[config.mk]
export PLATFORM = sky130hd
export DESIGN_NAME = form_urlencoded_decoder_unit
export DESIGN_NICKNAME = d
export VERILOG_FILES = /design/src/rtl/core/fud_pkg.sv /design/src/rtl/core/fud_decode.sv /design/src/rtl/core/fud_result_queue.sv /design/src/rtl/core/form_urlencoded_decoder_unit.sv
export SDC_FILE = /design/constraint.sdc
export NUM_CORES = 1
export LEC_CHECK = 0
export BUFFER_PORTS_ARGS = -buffer_cell sky130_fd_sc_hd__buf_4
export CAP_MARGIN = 25
export CORE_ASPECT_RATIO = 1.4
export CORE_MARGIN = 10
export CORE_UTILIZATION = 40
export CTS_CLUSTER_SIZE = 25
export DETAILED_ROUTE_END_ITERATION = 12
export GPL_TIMING_DRIVEN = 0
export PLACE_DENSITY = 0.67
export SYNTH_ARGS = -nofsm -noshare
export SYNTH_HDL_FRONTEND = slang
export SYNTH_SLANG_ARGS = --single-unit
[constraint.sdc]
create_clock -name clk -period 2.8 [get_ports clk]
set_input_delay 0.7 -clock clk [delete_from_list [all_inputs] [get_ports clk]]
set_output_delay 0.7 -clock clk [all_outputs]
set_load 0.01 [all_outputs]
[src/rtl/core/fud_pkg.sv]
`timescale 1ns / 1ps

package fud_pkg;

	// Result kinds
	typedef enum logic [1:0] {
		KIND_KEY   = 2'd0,
		KIND_VALUE = 2'd1,
		KIND_END   = 2'd2,
		KIND_ERROR = 2'd3
	} kind_t;

	// Escape phase, one-hot
	typedef enum logic [2:0] {
		PH_PLAIN = 3'b001,
		PH_HIGH  = 3'b010,
		PH_LOW   = 3'b100
	} phase_t;

	localparam logic [7:0] CHAR_PCT   = 8'h25;
	localparam logic [7:0] CHAR_PLUS  = 8'h2B;
	localparam logic [7:0] CHAR_AMP   = 8'h26;
	localparam logic [7:0] CHAR_EQ    = 8'h3D;
	localparam logic [7:0] CHAR_NUL   = 8'h00;
	localparam logic [7:0] CHAR_SPACE = 8'h20;

	// Result queue depth; one request may push two results
	localparam int QDepth   = 4;
	localparam int QPtrW    = $clog2(QDepth);
	localparam int QCountW  = $clog2(QDepth + 1);

	typedef struct packed {
		kind_t      kind;
		logic [7:0] data;
		logic       run_last;
	} result_t;

	typedef struct packed {
		phase_t phase;
		logic   draining;
	} dec_status_t;

	// Hex digit: bit 4 set when valid, low nibble is the value
	function automatic logic [4:0] hex_decode(input logic [7:0] c);
		logic [4:0] r;
		r = 5'd0;
		if (c >= 8'h30 && c <= 8'h39) begin
			r = {1'b1, c[3:0]};
		end else if ((c >= 8'h61 && c <= 8'h66) || (c >= 8'h41 && c <= 8'h46)) begin
			r = {1'b1, c[3:0] + 4'd9};
		end
		return r;
	endfunction

endpackage

[src/rtl/core/fud_decode.sv]
`timescale 1ns / 1ps

module fud_decode (
	input  logic                clk,
	input  logic                arst_n,
	input  logic                fire,
	input  logic                pmode,
	input  logic [7:0]          data_byte,
	input  logic                last_byte,
	output fud_pkg::result_t    res0,
	output fud_pkg::result_t    res1,
	output logic [1:0]          res_count,
	output fud_pkg::dec_status_t status
);
	import fud_pkg::*;

	phase_t     phase_q;
	logic       in_value_q;
	logic [3:0] high_nibble_q;
	logic       draining_q;

	phase_t     phase_d;
	logic       in_value_d;
	logic [3:0] high_nibble_d;
	logic       draining_d;

	logic       p1_valid;
	kind_t      p1_kind;
	logic [7:0] p1_byte;
	logic       p2_valid;
	kind_t      p2_kind;
	kind_t      data_kind;
	logic [4:0] hex;

	assign data_kind = (pmode && in_value_q) ? KIND_VALUE : KIND_KEY;
	assign hex       = hex_decode(data_byte);

	// Decode the byte, then apply end of message
	always_comb begin
		phase_d       = phase_q;
		in_value_d    = in_value_q;
		high_nibble_d = high_nibble_q;
		draining_d    = draining_q;
		p1_valid      = 1'b0;
		p1_kind       = KIND_KEY;
		p1_byte       = 8'd0;
		p2_valid      = 1'b0;
		p2_kind       = KIND_END;
		if (!draining_q) begin
			if (phase_q == PH_PLAIN) begin
				if (data_byte == CHAR_PCT) begin
					phase_d = PH_HIGH;
				end else if (data_byte == CHAR_NUL || (pmode && data_byte == CHAR_AMP)) begin
					p1_valid   = 1'b1;
					p1_kind    = KIND_END;
					in_value_d = 1'b0;
					if (!pmode) begin
						draining_d = 1'b1;
					end
				end else if (pmode && !in_value_q && data_byte == CHAR_EQ) begin
					in_value_d = 1'b1;
				end else begin
					p1_valid = 1'b1;
					p1_kind  = data_kind;
					p1_byte  = (data_byte == CHAR_PLUS) ? CHAR_SPACE : data_byte;
				end
			end else if (!hex[4]) begin
				p1_valid   = 1'b1;
				p1_kind    = KIND_ERROR;
				draining_d = 1'b1;
				phase_d    = PH_PLAIN;
			end else if (phase_q == PH_HIGH) begin
				high_nibble_d = hex[3:0];
				phase_d       = PH_LOW;
			end else begin
				p1_valid = 1'b1;
				p1_kind  = data_kind;
				p1_byte  = {high_nibble_q, hex[3:0]};
				phase_d  = PH_PLAIN;
			end
		end
		if (last_byte) begin
			if (!draining_d) begin
				p2_valid = 1'b1;
				p2_kind  = (phase_d != PH_PLAIN) ? KIND_ERROR : KIND_END;
			end
			phase_d       = PH_PLAIN;
			in_value_d    = 1'b0;
			high_nibble_d = 4'd0;
			draining_d    = 1'b0;
		end
	end

	// Pack results in order
	always_comb begin
		res1 = '{kind: p2_kind, data: 8'd0, run_last: 1'b1};
		if (p1_valid) begin
			res0 = '{kind: p1_kind, data: p1_byte, run_last: !p2_valid};
		end else begin
			res0 = res1;
		end
		res_count = {1'b0, p1_valid} + {1'b0, p2_valid};
	end

	// Advance state on each accepted request
	always_ff @(posedge clk or negedge arst_n) begin
		if (!arst_n) begin
			phase_q       <= PH_PLAIN;
			in_value_q    <= 1'b0;
			high_nibble_q <= 4'd0;
			draining_q    <= 1'b0;
		end else if (fire) begin
			phase_q       <= phase_d;
			in_value_q    <= in_value_d;
			high_nibble_q <= high_nibble_d;
			draining_q    <= draining_d;
		end
	end

	assign status = '{phase: phase_q, draining: draining_q};

endmodule

[src/rtl/core/fud_result_queue.sv]
`timescale 1ns / 1ps

module fud_result_queue (
	input  logic                         clk,
	input  logic                         arst_n,
	input  logic [1:0]                   push_count,
	input  fud_pkg::result_t             push0,
	input  fud_pkg::result_t             push1,
	input  logic                         pop,
	output fud_pkg::result_t             head,
	output logic                         not_empty,
	output logic                         room2,
	output logic [fud_pkg::QCountW-1:0]  count
);
	import fud_pkg::*;

	result_t             mem_q [QDepth];
	logic [QPtrW-1:0]    wr_ptr_q;
	logic [QPtrW-1:0]    rd_ptr_q;
	logic [QCountW-1:0]  count_q;
	logic [QPtrW-1:0]    wr_ptr_nx;

	assign wr_ptr_nx = wr_ptr_q + QPtrW'(1);

	// Store pushed results
	always_ff @(posedge clk) begin
		if (push_count != 2'd0) begin
			mem_q[wr_ptr_q] <= push0;
		end
		if (push_count == 2'd2) begin
			mem_q[wr_ptr_nx] <= push1;
		end
	end

	// Advance pointers and fill count
	always_ff @(posedge clk or negedge arst_n) begin
		if (!arst_n) begin
			wr_ptr_q <= '0;
			rd_ptr_q <= '0;
			count_q  <= '0;
		end else begin
			wr_ptr_q <= wr_ptr_q + QPtrW'(push_count);
			if (pop) begin
				rd_ptr_q <= rd_ptr_q + QPtrW'(1);
			end
			count_q <= count_q + QCountW'(push_count) - QCountW'(pop);
		end
	end

	assign head      = mem_q[rd_ptr_q];
	assign not_empty = (count_q != '0);
	assign room2     = (count_q <= QCountW'(QDepth - 2));
	assign count     = count_q;

endmodule

[src/rtl/core/form_urlencoded_decoder_unit.sv]
`timescale 1ns / 1ps

// URL-encoded form decoder.
// Input channel (in_valid/in_ready): one raw byte per request, last_byte on
// the final byte of a message. Output channel (out_valid/out_ready): one
// decoded result per request: out_kind key byte, value byte, end of pair or
// string, or error abort; run_last marks the last result of an input byte.
// Config channel (cfg_valid/cfg_ready, always ready): params_mode selects
// key=value splitting (1) or one plain string (0); write it only while idle.
// Results of a byte are visible in the cycle after its acceptance.
// One byte per cycle while the queue has room; a byte yields zero, one or
// two results. A four-entry result queue sets this: a byte is taken while
// the queue has room for two results, so a stalled receiver backs up into
// in_ready once three results are waiting.
// Reset: params_mode returns to 1, decoder state to the start of a key,
// and the result queue empties.
module form_urlencoded_decoder_unit (
	input  logic       clk,
	input  logic       arst_n,
	input  logic       cfg_valid,
	output logic       cfg_ready,
	input  logic       params_mode,
	input  logic       in_valid,
	output logic       in_ready,
	input  logic [7:0] data_byte,
	input  logic       last_byte,
	output logic       out_valid,
	input  logic       out_ready,
	output logic [1:0] out_kind,
	output logic [7:0] out_byte,
	output logic       run_last
);
	import fud_pkg::*;

	logic                 params_mode_q;
	logic                 in_fire;
	logic                 out_fire;
	result_t              res0;
	result_t              res1;
	logic [1:0]           res_count;
	logic [1:0]           push_count;
	dec_status_t          status;
	result_t              head;
	logic                 room2;
	logic [QCountW-1:0]   q_count;

	// Mode register
	assign cfg_ready = 1'b1;
	always_ff @(posedge clk or negedge arst_n) begin
		if (!arst_n) begin
			params_mode_q <= 1'b1;
		end else if (cfg_valid && cfg_ready) begin
			params_mode_q <= params_mode;
		end
	end

	assign in_ready   = room2;
	assign in_fire    = in_valid && in_ready;
	assign out_fire   = out_valid && out_ready;
	assign push_count = in_fire ? res_count : 2'd0;

	fud_decode u_decode (
		.clk       (clk),
		.arst_n    (arst_n),
		.fire      (in_fire),
		.pmode     (params_mode_q),
		.data_byte (data_byte),
		.last_byte (last_byte),
		.res0      (res0),
		.res1      (res1),
		.res_count (res_count),
		.status    (status)
	);

	fud_result_queue u_queue (
		.clk        (clk),
		.arst_n     (arst_n),
		.push_count (push_count),
		.push0      (res0),
		.push1      (res1),
		.pop        (out_fire),
		.head       (head),
		.not_empty  (out_valid),
		.room2      (room2),
		.count      (q_count)
	);

	assign out_kind = head.kind;
	assign out_byte = head.data;
	assign run_last = head.run_last;

	// Queue never overfills
	a_queue_bound: assert property (@(posedge clk) disable iff (!arst_n)
		q_count <= QCountW'(QDepth))
		else $error("result queue overflow");

	// End of message restores the start state
	a_last_resets: assert property (@(posedge clk) disable iff (!arst_n)
		(in_fire && last_byte) |=> (status.phase == PH_PLAIN && !status.draining))
		else $error("decoder state not cleared after last byte");

	// End and error results carry a zero byte
	a_ctrl_byte_zero: assert property (@(posedge clk) disable iff (!arst_n)
		(out_valid && (out_kind == KIND_END || out_kind == KIND_ERROR)) |-> out_byte == 8'd0)
		else $error("nonzero byte on control result");

	// A byte that yields two results ends its message
	a_two_results_last: assert property (@(posedge clk) disable iff (!arst_n)
		(in_fire && res_count == 2'd2) |-> last_byte)
		else $error("two results without last byte");

endmodule

==> results.sh, run 1 <==
export IMPL_rsz0062_at_grt="yes"
export IMPL_maxCapViolations=0
export IMPL_comb_power_share_pct=46.0
export IMPL_grt_pass1_wl_um=14300
export IMPL_yosysWarnings=0
export IMPL_place_hpwl_um=6180
export IMPL_die_area_um2=12200
export IMPL_fmax_mhz=324
export IMPL_relSlewSlack_pct=55.0
export IMPL_worstSetupPathType="primary input to register"
export IMPL_cp_slowest_cell="or3_4"
export IMPL_synth_fp_nets=333
export IMPL_p_int_mw=2.54
export IMPL_synthTopCellsByArea="dfxtp_1, dfrtp_1, a22o_1"
export IMPL_wl_met3_um=448
export IMPL_hp_class="primary input to async pin"
export IMPL_regArea_um2=1350
export IMPL_fp_dieH_um=127
export IMPL_nFillCells=678
export IMPL_syn_to_final_growth_pct=34.9
export IMPL_final_cells=483
export IMPL_multi_input_area_um2=2060
export IMPL_clkPwrFrac_pct=18.6
export IMPL_power_total_mw=3.97
export IMPL_cp_end_kind="register"
export IMPL_path_delay_family="simple AND/OR/NAND/NOR gates"
export IMPL_cp_required_ns=2.87
export IMPL_avgSynthCellArea_um2=10.6
export IMPL_seq_power_share_pct=35.4
export IMPL_routedWlPerCell_um=18.6
export IMPL_num_vias=2801
export IMPL_p_switching_mw=1.44
export IMPL_cts_buffers=9
export IMPL_overflow=0
export IMPL_crit_buf_inv=6
export IMPL_clock_sinks=61
export IMPL_syn_inst=308
export IMPL_fin_ws_ns=-0.282
export IMPL_finalCriticalPeriod_ns=3.08
export IMPL_antenna_found_initial=0
export IMPL_die_w_um=96.2
export IMPL_synthMuxAreaShare_pct=10.1
export IMPL_violations="negative setup slack"
export IMPL_place_gp_congestion=0.860
export IMPL_track_usage_pct=14.9
export IMPL_cp_data_arrival_time_ns=3.15
export IMPL_start_util_pct=41.5
export IMPL_grt_max_degree=18
export IMPL_clock_latency_ns=0.35
export IMPL_worstMarginPinSlew_ns=0.674
export IMPL_dp_slack_ns=-0.890
export IMPL_final_util_pct=56.0
export IMPL_seq_area_frac_synth_pct=41.4
export IMPL_ir_drop_mv=0.483
export IMPL_finalHoldViolCount=0
export IMPL_powerDensity_nw_per_um2=905
export IMPL_grt_pass1_vias=2843
export IMPL_wl_met1_um=3600
export IMPL_syn_area_um2=3250
export IMPL_dp_cells=434
export IMPL_yosysUniqueCellTypes=67
export IMPL_synth_fa_ha_area_share_pct=4.08
export IMPL_cts_root_buf="clkbuf_8"
export IMPL_async_flop_share_pct=27.9
export IMPL_fin_skew_ns=0.0105
export IMPL_met2WireLength_um=4730
export IMPL_synth_top_family_by_area="compound AO/OA/AOI/OAI gates"
export IMPL_drt_iter0_drc=170
export IMPL_synth_xor_area_share_pct=1.88
export IMPL_setup_violations=38
export IMPL_synth_simple_gate_area_share_pct=15.3
export IMPL_dr_pass1_iters=5
export IMPL_synth_area_leader_cell="dfxtp_1"
export IMPL_drc=0
export IMPL_final_nets=403
export IMPL_synth_main_ff_cell="dfxtp_1"
export IMPL_status="finished, violations left"
export IMPL_synth_seq_cells=61
export IMPL_clk_path_buf_depth=2
export IMPL_final_common_cell="buf_4"
export IMPL_synth_compound_area_share_pct=23.5
export IMPL_viasPerCell=5.80
export IMPL_swShare_pct=36.2
export IMPL_slowest_delay_ns=0.41
export IMPL_slew_viol_final=0
export IMPL_rows=38
export IMPL_start_kind="primary input"
export IMPL_cts_tree="built"
export IMPL_ant_nets=0
export IMPL_ios=29
export IMPL_synth_edf_count=4
export IMPL_fp_coreArea_um2=7850
export IMPL_synth_top_area_share_pct=24.6
export IMPL_diodes=0
export IMPL_portBuffers=26
export IMPL_wl_um=8990
export IMPL_p_leak_nw=1.83
export IMPL_worst_path_max_fanout=5
export IMPL_finalCritPeriodShare_pct=110
export IMPL_highest_layer="met4"
export IMPL_h_tree_depth=3
export IMPL_clkTransAtPathRegs_ns=0.08
export IMPL_path_cells="buf_12 -> inv_12 -> ha_4 -> or3b_4 -> o311a_4 -> buf_6 -> o21ai_4 -> nand2_2 -> nor2_4 -> ha_4 -> buf_6 -> mux2i_2 -> or3_4 -> buf_8 -> inv_6"
export IMPL_cts_hold_buf=0
export IMPL_most_common_layout_cells="buf_4, dfxtp_1, a22o_1, nand2_1, dfrtp_1"
export IMPL_drive_gt1_share_pct=39.2
through the flow:
| stage | setup TNS, ns | hold slack, ns | instance area [um^2] |
|---|---|---|---|
| 2_1_floorplan | -13.18 | 0.404 | 3430 |
| 3_3_place_gp | -35.82 | 0.437 | 3750 |
| 3_5_place_dp | -35.46 | 0.442 | 3750 |
| 4_1_cts | -5.79 | 0.216 | 4240 |
| 5_1_grt | -9.89 | 0.224 | 4390 |
| 6_report | -6.10 | 0.218 | 4390 |
final cells by class:
type / count / area share (%)
multi-input cells: 220 / 46.9
flip-flops and latches: 61 / 30.7
repair buffers: 59 / 11.8
clock buffers: 10 / 3.13
well taps: 100 / 2.85
inverters: 17 / 2.14
plain buffers: 10 / 1.54
clock inverters: 6 / 0.997
cell families (layout without fill, tap and decap cells):
group | Yosys count | count (layout)
compound gates | 97 | 98
fa+ha+maj | 10 | 10
flops | 61 | 61
buf+inv | 29 | 102
xor+xnor | 7 | 7
simple gates | 84 | 85
mux | 19 | 19
other cells | 1 | 1
synthesized netlist by cell type (all sizes together) (5+ instances only):
cell type  number
dfxtp          40
inv            17
mux4           11
nand2          22
ha              9
dfrtp          15
nor2           19
mux2i           6
o22a            7
a22o           32
clkbuf          7
a21oi          15
buf             5
o21ai          14
nand3           7
power by group through the flow:
stage	Sequential [mW]	Combinational, mW	Clock, mW
after global placement	1.41	1.59	0
after detailed placement	1.43	1.62	0
after global routing	1.44	1.98	0.785
after CTS	1.41	1.77	0.750
final	1.41	1.83	0.740
after floorplan	1.36	1.15	0
layer usage:
layer / global-route usage (%) / vias to the layer above
met1: 16.8 / 1370
met5: 0 / -
met3: 3.31 / 21
li1: - / 1322
met4: 7.14 / 0
met2: 25.5 / 88
path summary, 6_finish.rpt:
kind / startpoint / endpoint / slack (ns) / cells past startpoint
max reg2reg: u_decode.phase_q[0] / u_queue.mem_q[0][10] / -0.01 / 8
max in group asynchronous: arst_n / u_decode.phase_q[0] / 2.31 / 1
min in group clk: u_queue.mem_q[1][4] / u_queue.mem_q[1][4] / 0.46 / 2
min reg2reg: u_queue.mem_q[1][4] / u_queue.mem_q[1][4] / 0.46 / 2
min: arst_n / u_queue.rd_ptr_q[0] / 0.22 / 1
max: data_byte[1] / u_queue.mem_q[1][9] / -0.28 / 15
repair_timing:
action / 4_1_cts / 5_1_grt
buffers inserted: 18 / 14
resized for setup: 42 / 18
setup endpoints to repair: 59 / 59
pin swaps: 21 / 34
gates cloned: 2 / 1
flip-flops by register name, summed over array words and instances (netlist names):
name                    flops
u_decode.draining_q         1
u_decode.in_value_q         1
u_queue.wr_ptr_q            2
u_decode.high_nibble_q      4
u_queue.mem_q              44
params_mode_q               1
u_queue.rd_ptr_q            2
u_queue.count               3
u_decode.phase_q            3
No activity file was read; power rests on OpenSTA's default activity.
==> run 2: changes to the inputs <==
--- a/config.mk
+++ b/config.mk
@@ -13,7 +13,6 @@
 export CTS_CLUSTER_SIZE = 25
 export DETAILED_ROUTE_END_ITERATION = 12
 export GPL_TIMING_DRIVEN = 0
-export PLACE_DENSITY = 0.67
 export SYNTH_ARGS = -nofsm -noshare
 export SYNTH_HDL_FRONTEND = slang
 export SYNTH_SLANG_ARGS = --single-unit
==> constraint.sdc (replaced) <==
create_clock -name clk -period 3.96 [get_ports clk]
set_input_delay 0.99 -clock clk [delete_from_list [all_inputs] [get_ports clk]]
set_output_delay 0.99 -clock clk [all_outputs]
set_load 0.01 [all_outputs]
==> run 2 against run 1 <==
The flow now finishes without violations. Sequential power shrank 29%. Non-clock buffer count shrank 32. Total power shrank 32%. Clock power shrank 21%. Clock-buffer cell count grew 2. Core utilization shrank 6.7 points. Sequential share of layout area grew 4.2 points. Final cell count shrank 7.2%.
==> results.sh, run 2 (same netlist as run 1, synthesis figures left out) <==
export IMPL_die_w_um=96.2
export IMPL_cp_data_arrival_time_ns=4.00
export IMPL_grt_util_met3_pct=3.60
export IMPL_cp_end_kind="register"
export IMPL_cts_tree="built"
export IMPL_setup_violations=0
export IMPL_path_cells="buf_4 -> inv_1 -> ha_1 -> or3b_2 -> o311a_4 -> o311a_1 -> ha_4 -> nor2_1 -> nor2_2 -> or4b_4 -> o32a_1"
export IMPL_largest_register_ff_count=44
export IMPL_finalCritPeriodShare_pct=95.4
export IMPL_drc=0
export IMPL_ios=29
export IMPL_clkTransAtPathRegs_ns=0.07
export IMPL_ant_nets=0
export IMPL_cp_required_ns=4.18
export IMPL_fin_skew_ns=0.0105
export IMPL_seq_power_share_pct=37.1
export IMPL_overflow=0
export IMPL_grt_busiest_layer="met2"
export IMPL_dr_pass1_iters=4
export IMPL_cts_buffers=9
export IMPL_cts_hold_buf=0
export IMPL_most_common_layout_cells="dfxtp_1, a22o_1, buf_4, nand2_1, inv_1"
export IMPL_powerDensity_nw_per_um2=696
export IMPL_diodes=0
export IMPL_portBuffers=26
export IMPL_fp_coreArea_um2=7850
export IMPL_start_util_pct=41.5
export IMPL_reg_top3="u_queue.mem_q: 44 flops, u_decode.high_nibble_q: 4 flops"
export IMPL_maxCapViolations=0
export IMPL_p_int_mw=1.78
export IMPL_hp_class="register to register"
export IMPL_finalHoldViolCount=0
export IMPL_antenna_found_initial=0
export IMPL_finalCriticalPeriod_ns=3.78
export IMPL_grt_util_met2_pct=23.3
export IMPL_worstMarginPinSlew_ns=0.855
export IMPL_fmax_mhz=265
export IMPL_viasPerCell=5.90
export IMPL_comb_power_share_pct=41.2
export IMPL_final_common_cell="dfxtp_1"
export IMPL_final_util_pct=49.2
export IMPL_regMostFlops="u_queue.mem_q"
export IMPL_place_area_um2=3580
export IMPL_p_switching_uw=903
export IMPL_final_nets=369
export IMPL_crit_buf_inv=2
export IMPL_die_area_um2=12200
export IMPL_syn_to_final_growth_pct=18.6
export IMPL_fp_dieH_um=127
export IMPL_relSlewSlack_pct=43.0
export IMPL_routedWlPerCell_um=18.5
export IMPL_path_delay_family="simple AND/OR/NAND/NOR gates"
export IMPL_clock_latency_ns=0.34
export IMPL_power_total_mw=2.69
export IMPL_clock_sinks=61
export IMPL_rows=38
export IMPL_start_kind="primary input"
export IMPL_clkPwrFrac_pct=21.7
export IMPL_h_tree_depth=3
export IMPL_slowest_delay_ns=0.53
export IMPL_status="finished clean"
export IMPL_whs_ns=0.454
export IMPL_place_hpwl_um=6170
export IMPL_grt_max_degree=18
export IMPL_rsz0062_at_grt="no"
export IMPL_ir_drop_mv=0.281
export IMPL_design_area_um2=3860
export IMPL_drt_iter0_drc=146
export IMPL_num_vias=2644
export IMPL_cts_root_buf="clkbuf_8"
export IMPL_clk_path_buf_depth=2
export IMPL_worstSetupPathType="primary input to register"
export IMPL_drive_gt1_share_pct=24.7
export IMPL_p_leak_nw=1.63
export IMPL_worst_path_max_fanout=8
export IMPL_swShare_pct=33.6
export IMPL_wl_um=8270
export IMPL_slew_viol_final=0
export IMPL_grt_pass1_wl_um=13500
export IMPL_cp_slowest_cell="or4b_4"
export IMPL_place_gp_congestion=0.857
export IMPL_use_met1_pct=16.6
export IMPL_track_usage_pct=14.2
export IMPL_grt_pass1_vias=2711
[run 2: changes by cell type in the layout (fill, tap and decap cells not counted), moves of 3 or more]
cell,before,now
inv_1,10,17
inv_4,5,1
buf_12,3,0
nor2_4,5,0
buf_4,48,29
nor2_1,12,15
ha_4,6,2
buf_6,8,0
ha_1,3,7
[run 2: worst paths after layout]
check | from | endpoint | slack (ns) | cells past startpoint
max in group asynchronous | arst_n | params_mode_q | 3.19 | 1
setup reg to reg | u_decode.phase_q[0] | u_queue.mem_q[0][10] | 0.80 | 8
min in group asynchronous | arst_n | u_queue.count[0] | 0.51 | 1
hold / removal | u_queue.mem_q[0][4] | u_queue.mem_q[0][4] | 0.45 | 2
hold reg to reg | u_queue.mem_q[0][4] | u_queue.mem_q[0][4] | 0.45 | 2
setup / recovery | data_byte[1] | u_queue.mem_q[0][10] | 0.18 | 11
[run 2: power groups by stage]
stage                     combinational, mW  sequential, mW  clock [mW]
after floorplan                       0.752           0.964           0
after global placement                 1.07           0.999           0
after detailed placement               1.09            1.01           0
after CTS                              1.12           0.994       0.597
after global routing                   1.23            1.02       0.630
final                                  1.11           0.995       0.584
[run 2: worst reg2reg max path, cell delays in order, from the launching register on]
cell and delay, ns:
dfstp_2 0.56, nor3b_1 0.62, nand4b_1 0.24, o311a_1 0.23, ha_4 0.32, nor2_1 0.06
nor2_2 0.19, or4b_4 0.53, o32a_1 0.30
[run 2: per-layer routing]
layer  wire length, um  up-vias  share of wire, %
li1                  -     1252                 -
met1              3470     1308                42
met2              4230       69                51
met3               391       15               4.7
met4               177        0               2.1
met5                 0        -                 0
[run 2: per-stage QoR]
step           setup slack, ns  setup TNS, ns  instances
2_1_floorplan           0.0387              0        308
3_3_place_gp            -0.496         -14.05        434
3_5_place_dp            -0.528         -15.26        434
4_1_cts                -0.0728        -0.0728        450
5_1_grt                 0.0690              0        448
6_report                 0.181              0        448
[run 2: area by class of cell]
type                       count  area [um^2]
clock buffer                  12          166
sequential                    61         1350
clock inverter                 3         41.3
tap                          100          125
inverter                      17         63.8
buffer                         9         40.0
multi-input combinational    218         1870
fill                         763         3980
timing repair buffer          28          210
[run 2: what timing repair did]
action,in CTS,in global routing
endpoints found under the setup margin,18,43
buffers inserted,2,0
gates resized for setup,4,6
pin swaps,1,1
==> run 3: changes to the inputs <==
--- a/config.mk
+++ b/config.mk
@@ -5,7 +5,7 @@
 export SDC_FILE = /design/constraint.sdc
 export NUM_CORES = 1
 export LEC_CHECK = 0
-export BUFFER_PORTS_ARGS = -buffer_cell sky130_fd_sc_hd__buf_4
+export BUFFER_PORTS_ARGS = -buffer_cell sky130_fd_sc_hd__buf_2
 export CAP_MARGIN = 25
 export CORE_ASPECT_RATIO = 1.4
 export CORE_MARGIN = 10
==> run 3 against run 2 <==
Hold slack improved by 0.00051 ns. Global-route usage decreased by 0.17 points. First-iteration DRC count grew 4.8%. Via count down 1.7%. Critical path type unchanged. Largest cell class unchanged. Highest routed layer unchanged.
==> results.sh, run 3 (same netlist as run 1, synthesis figures left out) <==
export IMPL_cp_end_kind="register"
export IMPL_num_vias=2599
export IMPL_place_area_um2=3510
export IMPL_ir_drop_mv=0.254
export IMPL_grt_pass1_wl_um=13400
export IMPL_slew_viol_final=0
export IMPL_reg_top3="u_queue.mem_q: 44 flops, u_decode.high_nibble_q: 4 flops"
export IMPL_die_w_um=96.2
export IMPL_setup_tns_ns=0
export IMPL_most_common_layout_cells="dfxtp_1, a22o_1, buf_2, nand2_1, inv_1"
export IMPL_start_util_pct=41.5
export IMPL_finalCriticalPeriod_ns=3.80
export IMPL_drt_iter0_drc=153
export IMPL_final_nets=367
export IMPL_worstMarginPinSlew_ns=0.917
export IMPL_final_util_pct=47.5
export IMPL_largest_register_ff_count=44
export IMPL_die_area_um2=12200
export IMPL_rsz0062_at_grt="no"
export IMPL_finalCritPeriodShare_pct=96.0
export IMPL_worst_path_max_fanout=8
export IMPL_dp_slack_ns=-0.586
export IMPL_place_gp_congestion=0.839
export IMPL_clock_latency_ns=0.33
export IMPL_reg2reg_depth=9
export IMPL_wl_um=8130
export IMPL_cp_data_arrival_time_ns=4.02
export IMPL_antenna_found_initial=0
export IMPL_drc=0
export IMPL_fp_dieH_um=127
export IMPL_setup_violations=0
export IMPL_drive_gt1_share_pct=24.2
export IMPL_cts_hold_buf=0
export IMPL_final_common_cell="dfxtp_1"
export IMPL_fin_skew_ns=0.00683
export IMPL_hp_class="register to register"
export IMPL_dr_pass1_iters=4
export IMPL_cts_root_buf="clkbuf_8"
export IMPL_portBuffers=26
export IMPL_cp_required_ns=4.18
export IMPL_track_usage_pct=14.0
export IMPL_design_area_um2=3730
export IMPL_grt_max_degree=18
export IMPL_relSlewSlack_pct=38.8
export IMPL_finalHoldViolCount=0
export IMPL_rows=38
export IMPL_cts_tree="built"
export IMPL_clk_path_buf_depth=2
export IMPL_clkTransAtPathRegs_ns=0.07
export IMPL_ant_nets=0
export IMPL_syn_to_final_growth_pct=14.6
export IMPL_cts_buffers=9
export IMPL_nFillCells=778
export IMPL_routedWlPerCell_um=18.2
export IMPL_worstSetupPathType="primary input to register"
export IMPL_h_tree_depth=3
export IMPL_dp_cells=434
export IMPL_fp_coreArea_um2=7850
export IMPL_p_leak_nw=1.57
export IMPL_overflow=0
export IMPL_regMostFlops="u_queue.mem_q"
export IMPL_final_cells=447
export IMPL_ios=29
export IMPL_start_kind="primary input"
export IMPL_maxCapViolations=0
export IMPL_clock_sinks=61
export IMPL_fin_ws_ns=0.159
export IMPL_status="finished clean"
export IMPL_fmax_mhz=263
export IMPL_viasPerCell=5.81
export IMPL_grt_pass1_vias=2675
export IMPL_powerDensity_nw_per_um2=669
export IMPL_whs_path_depth=2
export IMPL_diodes=0
export IMPL_place_hpwl_um=6050
run 3: routing by layer:
metal,global-route usage [%],up-vias,share of wire (%)
li1,-,1251,-
met1,16.7,1277,44
met2,22.9,55,50
met3,3.31,16,3.6
met4,6.53,0,2.8
met5,0,-,0
run 3: worst paths after layout:
path / startpoint / endpoint / slack [ns]
min in group asynchronous: arst_n / u_decode.in_value_q / 0.59
worst max-delay path: data_byte[1] / u_queue.mem_q[0][10] / 0.16
max in group asynchronous: arst_n / u_decode.phase_q[0] / 3.03
worst min-delay path: u_queue.mem_q[0][4] / u_queue.mem_q[0][4] / 0.45
worst max register to register: u_decode.phase_q[0] / u_queue.mem_q[0][10] / 0.76
worst min register to register: u_queue.mem_q[0][4] / u_queue.mem_q[0][4] / 0.45
run 3: power breakdown:
group | internal [mW] | total (mW) | switching, mW
Sequential | 0.864 | 0.993 | 0.129
Clock | 0.242 | 0.481 | 0.239
Combinational | 0.504 | 1.02 | 0.518
run 3: repair_timing:
| action | 4_1_cts | 5_1_grt |
|---|---|---|
| endpoints found under the hold margin | 0 | 0 |
| setup buffers | 0 | 0 |
| resized for setup | 4 | 7 |
| endpoints found under the setup margin | 18 | 45 |
run 3: through the flow:
step | hold WS, ns | total power [mW]
finish | 0.455 | 2.50
global route | 0.481 | 2.68
CTS | 0.453 | 2.53
detailed placement | 0.435 | 2.03
global placement | 0.430 | 2.01
floorplan | 0.415 | 1.72
run 3: worst max-delay path: stages:
cell,delay (ns)
buf_2,0.15
inv_1,0.10
ha_2,0.24
or3b_2,0.50
o311a_4,0.18
o311a_1,0.39
ha_2,0.40
nor2_1,0.09
nor2_4,0.16
or4b_4,0.52
o32a_1,0.30
run 3: cell type report:
class                           instances  area, um^2  share of cell area (%)
Timing Repair Buffer                   26         130                    3.49
Tap cell                              100         125                    3.36
Multi-Input combinational cell        218        1850                    49.6
Clock buffer                           12         145                    3.89
Buffer                                  9        40.0                    1.07
Inverter                               17        63.8                    1.71
Sequential cell                        61        1350                    36.2
Clock inverter                          4        25.0                   0.671
